`src/rtl/core/vpisc_pkg.sv`:
```
// ---------------------------------------------------------------------------
// vpisc_pkg
// Shared types and codes for the velocity PI servo controller.
// ---------------------------------------------------------------------------
package vpisc_pkg;

	typedef enum logic [1:0] {
		MODE_LOOP   = 2'd0,
		MODE_MANUAL = 2'd1,
		MODE_HOLD   = 2'd2
	} mode_t;

	typedef enum logic [2:0] {
		REG_PROP_GAIN    = 3'd0,
		REG_INTEG_GAIN   = 3'd1,
		REG_INTEG_PERIOD = 3'd2,
		REG_FWD_START    = 3'd3,
		REG_REV_START    = 3'd4,
		REG_NEUTRAL      = 3'd5,
		REG_PULSE_MAX    = 3'd6,
		REG_PULSE_MIN    = 3'd7
	} reg_idx_t;

	localparam int AddrW = 5;
	localparam int DataW = 32;

	typedef struct packed {
		logic        [7:0]  prop_gain;
		logic        [7:0]  integ_gain;
		logic        [7:0]  integ_reset_period;
		logic        [9:0]  fwd_start;
		logic signed [10:0] rev_start;
		logic        [11:0] neutral_pulse;
		logic        [11:0] pulse_max;
		logic        [11:0] pulse_min;
	} cfg_t;

	// one control tick after the front stage
	typedef struct packed {
		logic signed [16:0] err;
		logic signed [31:0] isum;
		logic signed [11:0] start;
		logic               pass;
		logic        [1:0]  mode;
		logic        [11:0] manual;
	} tick_t;

endpackage

```
`src/rtl/core/velocity_pi_servo_controller.sv`:
```
// ---------------------------------------------------------------------------
// velocity_pi_servo_controller
// Velocity PI loop with start offset, dead zone and output clamp.
//
// Input channel (in_valid/in_ready) takes one control tick per word: target
// and measured velocity in signed Q(FRAC_BITS), mode and manual pulse.
// Output channel (out_valid/out_ready) delivers pulse_us in microseconds.
// Closed-loop and manual ticks give one word; hold ticks and code 3 give none.
// Throughput is one tick per cycle while out_ready is high, set by the
// input register feeding the two parallel multiplies and the clamp ahead
// of the output register, which takes each word from the input register.
// Integral sum and tick counter advance on every accepted tick.
// When out_ready is low the output register holds its word; one more tick
// is taken into the input register, then in_ready drops until it drains.
// Reset clears the integral state, both pipeline valids, and loads the
// register defaults. The APB port writes in the access phase, pready = 1.
// ---------------------------------------------------------------------------
module velocity_pi_servo_controller #(
	parameter int FRAC_BITS = 12
) (
	input  logic                        clk,
	input  logic                        arst_n,
	input  logic                        psel,
	input  logic                        penable,
	input  logic                        pwrite,
	input  logic [vpisc_pkg::AddrW-1:0] paddr,
	input  logic [vpisc_pkg::DataW-1:0] pwdata,
	output logic [vpisc_pkg::DataW-1:0] prdata,
	output logic                        pready,
	input  logic                        in_valid,
	output logic                        in_ready,
	input  logic signed [15:0]          target_vel,
	input  logic signed [15:0]          measured_vel,
	input  logic [1:0]                  mode,
	input  logic [11:0]                 manual_pulse,
	output logic                        out_valid,
	input  logic                        out_ready,
	output logic [11:0]                 pulse_us
);
	import vpisc_pkg::*;

	cfg_t  cfg;
	tick_t tick_s1;
	logic  valid_s1;
	logic  adv;

	vpisc_cfg u_cfg (
		.clk     (clk),
		.arst_n  (arst_n),
		.psel    (psel),
		.penable (penable),
		.pwrite  (pwrite),
		.paddr   (paddr),
		.pwdata  (pwdata),
		.prdata  (prdata),
		.pready  (pready),
		.cfg     (cfg)
	);

	vpisc_front #(
		.FRAC_BITS (FRAC_BITS)
	) u_front (
		.clk          (clk),
		.arst_n       (arst_n),
		.in_valid     (in_valid),
		.in_ready     (in_ready),
		.target_vel   (target_vel),
		.measured_vel (measured_vel),
		.mode         (mode),
		.manual_pulse (manual_pulse),
		.cfg          (cfg),
		.adv          (adv),
		.valid_s1     (valid_s1),
		.tick_s1      (tick_s1)
	);

	vpisc_back #(
		.FRAC_BITS (FRAC_BITS)
	) u_back (
		.clk       (clk),
		.arst_n    (arst_n),
		.valid_s1  (valid_s1),
		.tick_s1   (tick_s1),
		.cfg       (cfg),
		.adv       (adv),
		.out_valid (out_valid),
		.out_ready (out_ready),
		.pulse_us  (pulse_us)
	);

endmodule

```
`src/rtl/core/vpisc_cfg.sv`:
```
// ---------------------------------------------------------------------------
// vpisc_cfg
// APB-style register file holding gains, offsets and pulse limits.
// ---------------------------------------------------------------------------
module vpisc_cfg (
	input  logic                        clk,
	input  logic                        arst_n,
	input  logic                        psel,
	input  logic                        penable,
	input  logic                        pwrite,
	input  logic [vpisc_pkg::AddrW-1:0] paddr,
	input  logic [vpisc_pkg::DataW-1:0] pwdata,
	output logic [vpisc_pkg::DataW-1:0] prdata,
	output logic                        pready,
	output vpisc_pkg::cfg_t             cfg
);
	import vpisc_pkg::*;

	cfg_t     cfg_q;
	logic     wr_en;
	reg_idx_t idx;

	assign pready = 1'b1;
	assign wr_en  = psel & penable & pwrite & pready;
	assign idx    = reg_idx_t'(paddr[AddrW-1:2]);
	assign cfg    = cfg_q;

	always_ff @(posedge clk or negedge arst_n) begin
		if (!arst_n) begin
			cfg_q.prop_gain          <= 8'd70;
			cfg_q.integ_gain         <= 8'd5;
			cfg_q.integ_reset_period <= 8'd20;
			cfg_q.fwd_start          <= 10'd225;
			cfg_q.rev_start          <= -11'sd200;
			cfg_q.neutral_pulse      <= 12'd1550;
			cfg_q.pulse_max          <= 12'd2100;
			cfg_q.pulse_min          <= 12'd1200;
		end else if (wr_en) begin
			unique case (idx)
				REG_PROP_GAIN:    cfg_q.prop_gain          <= pwdata[7:0];
				REG_INTEG_GAIN:   cfg_q.integ_gain         <= pwdata[7:0];
				REG_INTEG_PERIOD: cfg_q.integ_reset_period <= pwdata[7:0];
				REG_FWD_START:    cfg_q.fwd_start          <= pwdata[9:0];
				REG_REV_START:    cfg_q.rev_start          <= $signed(pwdata[10:0]);
				REG_NEUTRAL:      cfg_q.neutral_pulse      <= pwdata[11:0];
				REG_PULSE_MAX:    cfg_q.pulse_max          <= pwdata[11:0];
				REG_PULSE_MIN:    cfg_q.pulse_min          <= pwdata[11:0];
				default: ;
			endcase
		end
	end

	always_comb begin
		unique case (idx)
			REG_PROP_GAIN:    prdata = DataW'(cfg_q.prop_gain);
			REG_INTEG_GAIN:   prdata = DataW'(cfg_q.integ_gain);
			REG_INTEG_PERIOD: prdata = DataW'(cfg_q.integ_reset_period);
			REG_FWD_START:    prdata = DataW'(cfg_q.fwd_start);
			REG_REV_START:    prdata = DataW'(cfg_q.rev_start);
			REG_NEUTRAL:      prdata = DataW'(cfg_q.neutral_pulse);
			REG_PULSE_MAX:    prdata = DataW'(cfg_q.pulse_max);
			REG_PULSE_MIN:    prdata = DataW'(cfg_q.pulse_min);
			default:          prdata = '0;
		endcase
	end

endmodule

```
`src/rtl/core/vpisc_front.sv`:
```
// ---------------------------------------------------------------------------
// vpisc_front
// Input register: error, integral update, start offset and dead zone flag.
// ---------------------------------------------------------------------------
module vpisc_front #(
	parameter int FRAC_BITS = 12
) (
	input  logic               clk,
	input  logic               arst_n,
	input  logic               in_valid,
	output logic               in_ready,
	input  logic signed [15:0] target_vel,
	input  logic signed [15:0] measured_vel,
	input  logic [1:0]         mode,
	input  logic [11:0]        manual_pulse,
	input  vpisc_pkg::cfg_t    cfg,
	input  logic               adv,
	output logic               valid_s1,
	output vpisc_pkg::tick_t   tick_s1
);
	import vpisc_pkg::*;

	localparam logic signed [21:0] OneT = 22'(1 << FRAC_BITS);
	localparam logic [23:0]        OneE = 24'(1 << FRAC_BITS);

	logic               take;
	logic signed [16:0] err;
	logic        [16:0] aerr;
	logic signed [21:0] t20;
	logic signed [11:0] start;
	logic signed [31:0] isum;
	logic        [8:0]  cnt_nxt;
	logic               wrap;
	logic signed [31:0] integ_sum_q;
	logic        [7:0]  tick_count_q;

	assign in_ready = !valid_s1 || adv;
	assign take     = in_valid && in_ready;

	assign err  = 17'(target_vel) - 17'(measured_vel);
	assign aerr = err[16] ? 17'(-err) : 17'(err);
	assign t20  = (22'(target_vel) <<< 4) + (22'(target_vel) <<< 2);
	assign isum = integ_sum_q + 32'(err);

	assign cnt_nxt = {1'b0, tick_count_q} + 9'd1;
	assign wrap    = cnt_nxt > {1'b0, cfg.integ_reset_period};

	always_comb begin
		priority if (t20 > OneT)
			start = $signed({2'b00, cfg.fwd_start});
		else if (t20 < -OneT)
			start = 12'(cfg.rev_start);
		else
			start = 12'sd0;
	end

	always_ff @(posedge clk or negedge arst_n) begin
		if (!arst_n) begin
			valid_s1     <= 1'b0;
			integ_sum_q  <= '0;
			tick_count_q <= '0;
		end else begin
			if (in_ready)
				valid_s1 <= in_valid;
			if (take) begin
				integ_sum_q  <= wrap ? 32'sd0 : isum;
				tick_count_q <= wrap ? 8'd0 : cnt_nxt[7:0];
			end
		end
	end

	always_ff @(posedge clk) begin
		if (take) begin
			tick_s1.err    <= err;
			tick_s1.isum   <= isum;
			tick_s1.start  <= start;
			tick_s1.pass   <= (24'(aerr) * 24'd100) > OneE;
			tick_s1.mode   <= mode;
			tick_s1.manual <= manual_pulse;
		end
	end

endmodule

```
`src/rtl/core/vpisc_back.sv`:
```
// ---------------------------------------------------------------------------
// vpisc_back
// PI terms, pulse sum, clamp, mode select and the output register.
// ---------------------------------------------------------------------------
module vpisc_back #(
	parameter int FRAC_BITS = 12
) (
	input  logic             clk,
	input  logic             arst_n,
	input  logic             valid_s1,
	input  vpisc_pkg::tick_t tick_s1,
	input  vpisc_pkg::cfg_t  cfg,
	output logic             adv,
	output logic             out_valid,
	input  logic             out_ready,
	output logic [11:0]      pulse_us
);
	import vpisc_pkg::*;

	localparam logic signed [40:0] RndI = 41'((1 << FRAC_BITS) - 1);
	localparam logic signed [24:0] RndP = 25'((1 << FRAC_BITS) - 1);

	logic signed [40:0] iprod;
	logic signed [40:0] iadj;
	logic signed [40:0] iterm;
	logic signed [24:0] pprod;
	logic signed [24:0] padj;
	logic signed [24:0] pterm;
	logic signed [41:0] sum;
	logic        [11:0] clamped;
	logic        [11:0] res;
	logic               emit;
	logic               out_valid_q;
	logic        [11:0] pulse_q;

	assign iprod = 41'(tick_s1.isum) * 41'($signed({1'b0, cfg.integ_gain}));
	assign iadj  = iprod + (iprod[40] ? RndI : 41'sd0);
	assign iterm = iadj >>> FRAC_BITS;

	assign pprod = 25'(tick_s1.err) * 25'($signed({1'b0, cfg.prop_gain}));
	assign padj  = pprod + (pprod[24] ? RndP : 25'sd0);
	assign pterm = padj >>> FRAC_BITS;

	assign sum = 42'($signed({1'b0, cfg.neutral_pulse})) + 42'(tick_s1.start)
	           + 42'(iterm) + 42'(pterm);

	always_comb begin
		priority if (sum > $signed({30'd0, cfg.pulse_max}))
			clamped = cfg.pulse_max;
		else if (sum < $signed({30'd0, cfg.pulse_min}))
			clamped = cfg.pulse_min;
		else
			clamped = sum[11:0];
	end

	always_comb begin
		unique case (tick_s1.mode)
			MODE_LOOP: begin
				emit = 1'b1;
				res  = tick_s1.pass ? clamped : cfg.neutral_pulse;
			end
			MODE_MANUAL: begin
				emit = 1'b1;
				res  = tick_s1.manual;
			end
			default: begin
				emit = 1'b0;
				res  = tick_s1.manual;
			end
		endcase
	end

	assign adv       = !out_valid_q || out_ready;
	assign out_valid = out_valid_q;
	assign pulse_us  = pulse_q;

	always_ff @(posedge clk or negedge arst_n) begin
		if (!arst_n) begin
			out_valid_q <= 1'b0;
		end else if (adv) begin
			out_valid_q <= valid_s1 && emit;
		end
	end

	always_ff @(posedge clk) begin
		if (adv && valid_s1 && emit)
			pulse_q <= res;
	end

endmodule
```
`config.mk`:
```
export PLATFORM = sky130hd
export DESIGN_NAME = velocity_pi_servo_controller
export DESIGN_NICKNAME = d
export VERILOG_FILES = /design/src/rtl/core/vpisc_pkg.sv /design/src/rtl/core/velocity_pi_servo_controller.sv /design/src/rtl/core/vpisc_cfg.sv /design/src/rtl/core/vpisc_front.sv /design/src/rtl/core/vpisc_back.sv
export SDC_FILE = /design/constraint.sdc
export NUM_CORES = 2
export LEC_CHECK = 0
export BUFFER_PORTS_ARGS = -buffer_cell sky130_fd_sc_hd__buf_2
export CAP_MARGIN = 20
export CORE_MARGIN = 8
export CORE_UTILIZATION = 59
export CTS_CLUSTER_DIAMETER = 50
export DETAILED_ROUTE_END_ITERATION = 10
export HOLD_SLACK_MARGIN = 0.15
export PLACE_DENSITY = 0.87
export REMOVE_ABC_BUFFERS = 1
export SYNTH_ARGS = -nofsm -noshare
export SYNTH_HDL_FRONTEND = slang
export SYNTH_SLANG_ARGS = --single-unit
```
`constraint.sdc`:
```
create_clock -name clk -period 12.9 [get_ports clk]
set_input_delay 1.29 -clock clk [delete_from_list [all_inputs] [get_ports clk]]
set_output_delay 1.29 -clock clk [all_outputs]
set_load 0.01 [all_outputs]
```
==> flow_metrics.env <==
export IMPL_outcome="complete, but fails checks"
export IMPL_violations="setup timing"
export IMPL_maxCapViolCount=0
export IMPL_dr_pass1_iters=7
export IMPL_min_from="u_cfg.cfg[60]"
export IMPL_required_ps=13350
export IMPL_initial_utilization=0.594
export IMPL_drtIter0Drc=2519
export IMPL_met1_length_um=35500
export IMPL_drc=0
export IMPL_rows=87
export IMPL_num_fill_cells=3694
export IMPL_synthFlopType="dfrtp_1"
export IMPL_postSynth_asyncResetShare=0.586
export IMPL_yosys_top_cells_area="fa_1, ha_1, edfxtp_1"
export IMPL_netlist_area_um2=33300
export IMPL_vias=29700
export IMPL_portBuffers=113
export IMPL_hold_viol_final=0
export IMPL_syn_area_per_cell_um2=8.89
export IMPL_nets=4830
export IMPL_cts_root_buffer="clkbuf_16"
export IMPL_setup_slack_ps=-288
export IMPL_finClkSkew_ps=17.8
export IMPL_ys_seq_elements=210
export IMPL_r2r_start="u_cfg.cfg[67]"
export IMPL_wl_met3_um=8670
export IMPL_final_cell_count_no_fill=4817
export IMPL_synth_warnings=0
export IMPL_die_x_um=254
export IMPL_antenna_found_initial=2
export IMPL_ios=137
export IMPL_period_needed_ps=13190
export IMPL_rsz0062_at_grt="yes"
export IMPL_fmax_mhz=75.8
export IMPL_grt_overflow=0
export IMPL_worstSetupStartpoint="u_cfg.cfg[67]"
export IMPL_grt_pass1_vias=29600
export IMPL_critPathSlowestCell="dfstp_2"
export IMPL_hold_class="reg2reg"
export IMPL_wl_per_cell_um=20.2
export IMPL_synth_top_area_share=0.200
export IMPL_track_usage=0.271
export IMPL_worst_pin_slew_ps=1100
export IMPL_vias_per_cell=6.16
export IMPL_max_slew_margin_rel=0.267
export IMPL_grt_pass1_wl_um=144000
export IMPL_slowest_delay_ps=610
export IMPL_gpl_final_weighted_congestion=0.939
export IMPL_cts_tree="built"
export IMPL_critical_path_class="reg2reg"
export IMPL_ys_types=102
export IMPL_crit_fanout=8
export IMPL_cp_arrival_ps=13630
export IMPL_dieArea_um2=64300
export IMPL_yosysTopAreaCell="fa_1"
export IMPL_grt_start_max_net_pins=66
export IMPL_fp_dieH_um=254
export IMPL_layout_drive_gt1_share=0.176
export IMPL_cts_buffers=29
export IMPL_wl_um=97200
export IMPL_syn_to_final_growth_pct=15.1
export IMPL_endpoint_kind="register"
export IMPL_dr_max_layer_used="met5"
export IMPL_dpl_hpwl_um=69800
export IMPL_fp_coreArea_um2=56100
export IMPL_timing_final_max_slew_violations=0
export IMPL_postCtsHoldBufs=0
export IMPL_seq_area_frac_synth=0.172
export IMPL_drtAntennaViolNets=0
export IMPL_clock_sinks=210
export IMPL_clockBufferDepth=3
export IMPL_setup_viol=12
export IMPL_clk_latency_ps=600
export IMPL_wl_met2_um=46600
export IMPL_cp_start_kind="register"
export IMPL_syn_inst=3745
export IMPL_min_period_over_period=1.02
export IMPL_htreeDepth=1
export IMPL_synth_edf_count=87
export IMPL_dp_cells=4737
export IMPL_clkSlewWorstSetupHoldPaths_ps=70
-- final timing paths --
| kind | end | slack [ps] | cells after the start |
|---|---|---|---|
| min in group asynchronous | u_cfg.cfg[9] | 780 | 1 |
| min reg2reg | u_cfg.cfg[60] | 500 | 1 |
| max reg2reg | u_back.pulse_us[7] | -290 | 59 |
| max in group asynchronous | u_cfg.cfg[68] | 10680 | 2 |
| min | u_cfg.cfg[60] | 500 | 1 |
| max | u_back.pulse_us[7] | -290 | 59 |
-- per-layer routing --
layer	track usage	vias to the layer above
met3	0.0411	521
met4	0.111	2
met2	0.479	1731
met5	0	-
li1	-	13200
met1	0.330	14200
-- cell usage after synthesis (all sizes together), types with 22 or more instances --
library cell / count
edfxtp: 87
ha: 370
mux2i: 22
nor3: 75
a22o: 39
clkbuf: 90
dfrtp: 93
xnor2: 154
a21o: 68
nand2b: 27
o21a: 45
dfstp: 30
fa: 333
xor2: 68
mux2: 63
inv: 551
nand3: 59
o21ai: 173
buf: 35
and2: 247
nand4: 26
a21oi: 190
o211ai: 22
nand2: 318
nor2b: 26
nor2: 193
o31ai: 24
o21bai: 28
-- cells in the final DEF (no fill, tap or decap), types with 29 or more instances in the layout --
cell type  instances
a22o_1            39
dfstp_2           29
nor2_1           186
fa_1             328
xor2_1            65
buf_2            113
and2_1           240
o21ai_0          147
mux2_2            60
buf_4            242
ha_1             350
a21o_1            68
inv_1            535
o21a_1            45
nor3_1            70
edfxtp_1          87
dfrtp_1           89
a21oi_1          182
clkbuf_16         36
nand3_1           56
nand2_1          307
xnor2_1          147
-- layout make-up --
class / instances / area (um2) / share of cell area
clock buffer: 37 / 830 / 0.0216
antenna: 1 / 2.50 / 0.0000653
timing repair buffer: 386 / 2910 / 0.0760
sequential: 210 / 5740 / 0.150
multi-input combinational: 2859 / 25700 / 0.669
tap: 756 / 946 / 0.0247
inverter: 551 / 2070 / 0.0540
clock inverter: 17 / 184 / 0.00480
-- stage by stage --
stage	setup TNS, ps	setup WS, ps	utilization	instance area, um2	hold WS (ps)
after floorplan	-4030	-393	-	32700	477
after global placement	-861	-130	0.647	36300	487
after detailed placement	-3800	-371	0.648	36300	493
after CTS	0	2.45	0.667	37400	509
after global routing	-6290	-575	0.684	38300	526
final	-3010	-288	0.684	38300	504
-- worst max-delay path, delay by kind of cell (launching register included) --
family,cells,cell delay (ps)
AND/OR/NAND/NOR,18,3130
multiplexers,1,360
buffers and inverters,13,1600
AO/OA/AOI/OAI,14,2620
adder cells (fa/ha/maj),10,4190
flip-flops,1,610
XOR/XNOR,3,490
-- sequential cells by signal (all words and copies together), names as in the netlist --
register              cells
u_cfg.cfg                81
u_front.tick_s1          75
u_front.valid_s1          1
u_back.out_valid          1
u_front.integ_sum_q      32
u_back.pulse_us          12
u_front.tick_count_q      8
-- kinds of logic after synthesis --
group	after synthesis	share of synthesized area
AOI/OAI and AO/OA	749	0.152
xor gates and xnor gates	222	0.0586
adders and majority gates	703	0.339
buffers and inverters	676	0.0793
DFF	210	0.172
muxes	92	0.0330
other	1	0.000113
and+or+nand+nor	1092	0.166
-- repair_timing --
item,in CTS,in global routing
gates cloned,0,4
buffers inserted,1,20
pin swaps,1,97
setup endpoints to repair,12,12
gates resized for setup,14,145
Power is left out: the tool's default activity adds up to more than one toggle a clock period on the data nets, which glitch-free logic cannot reach.
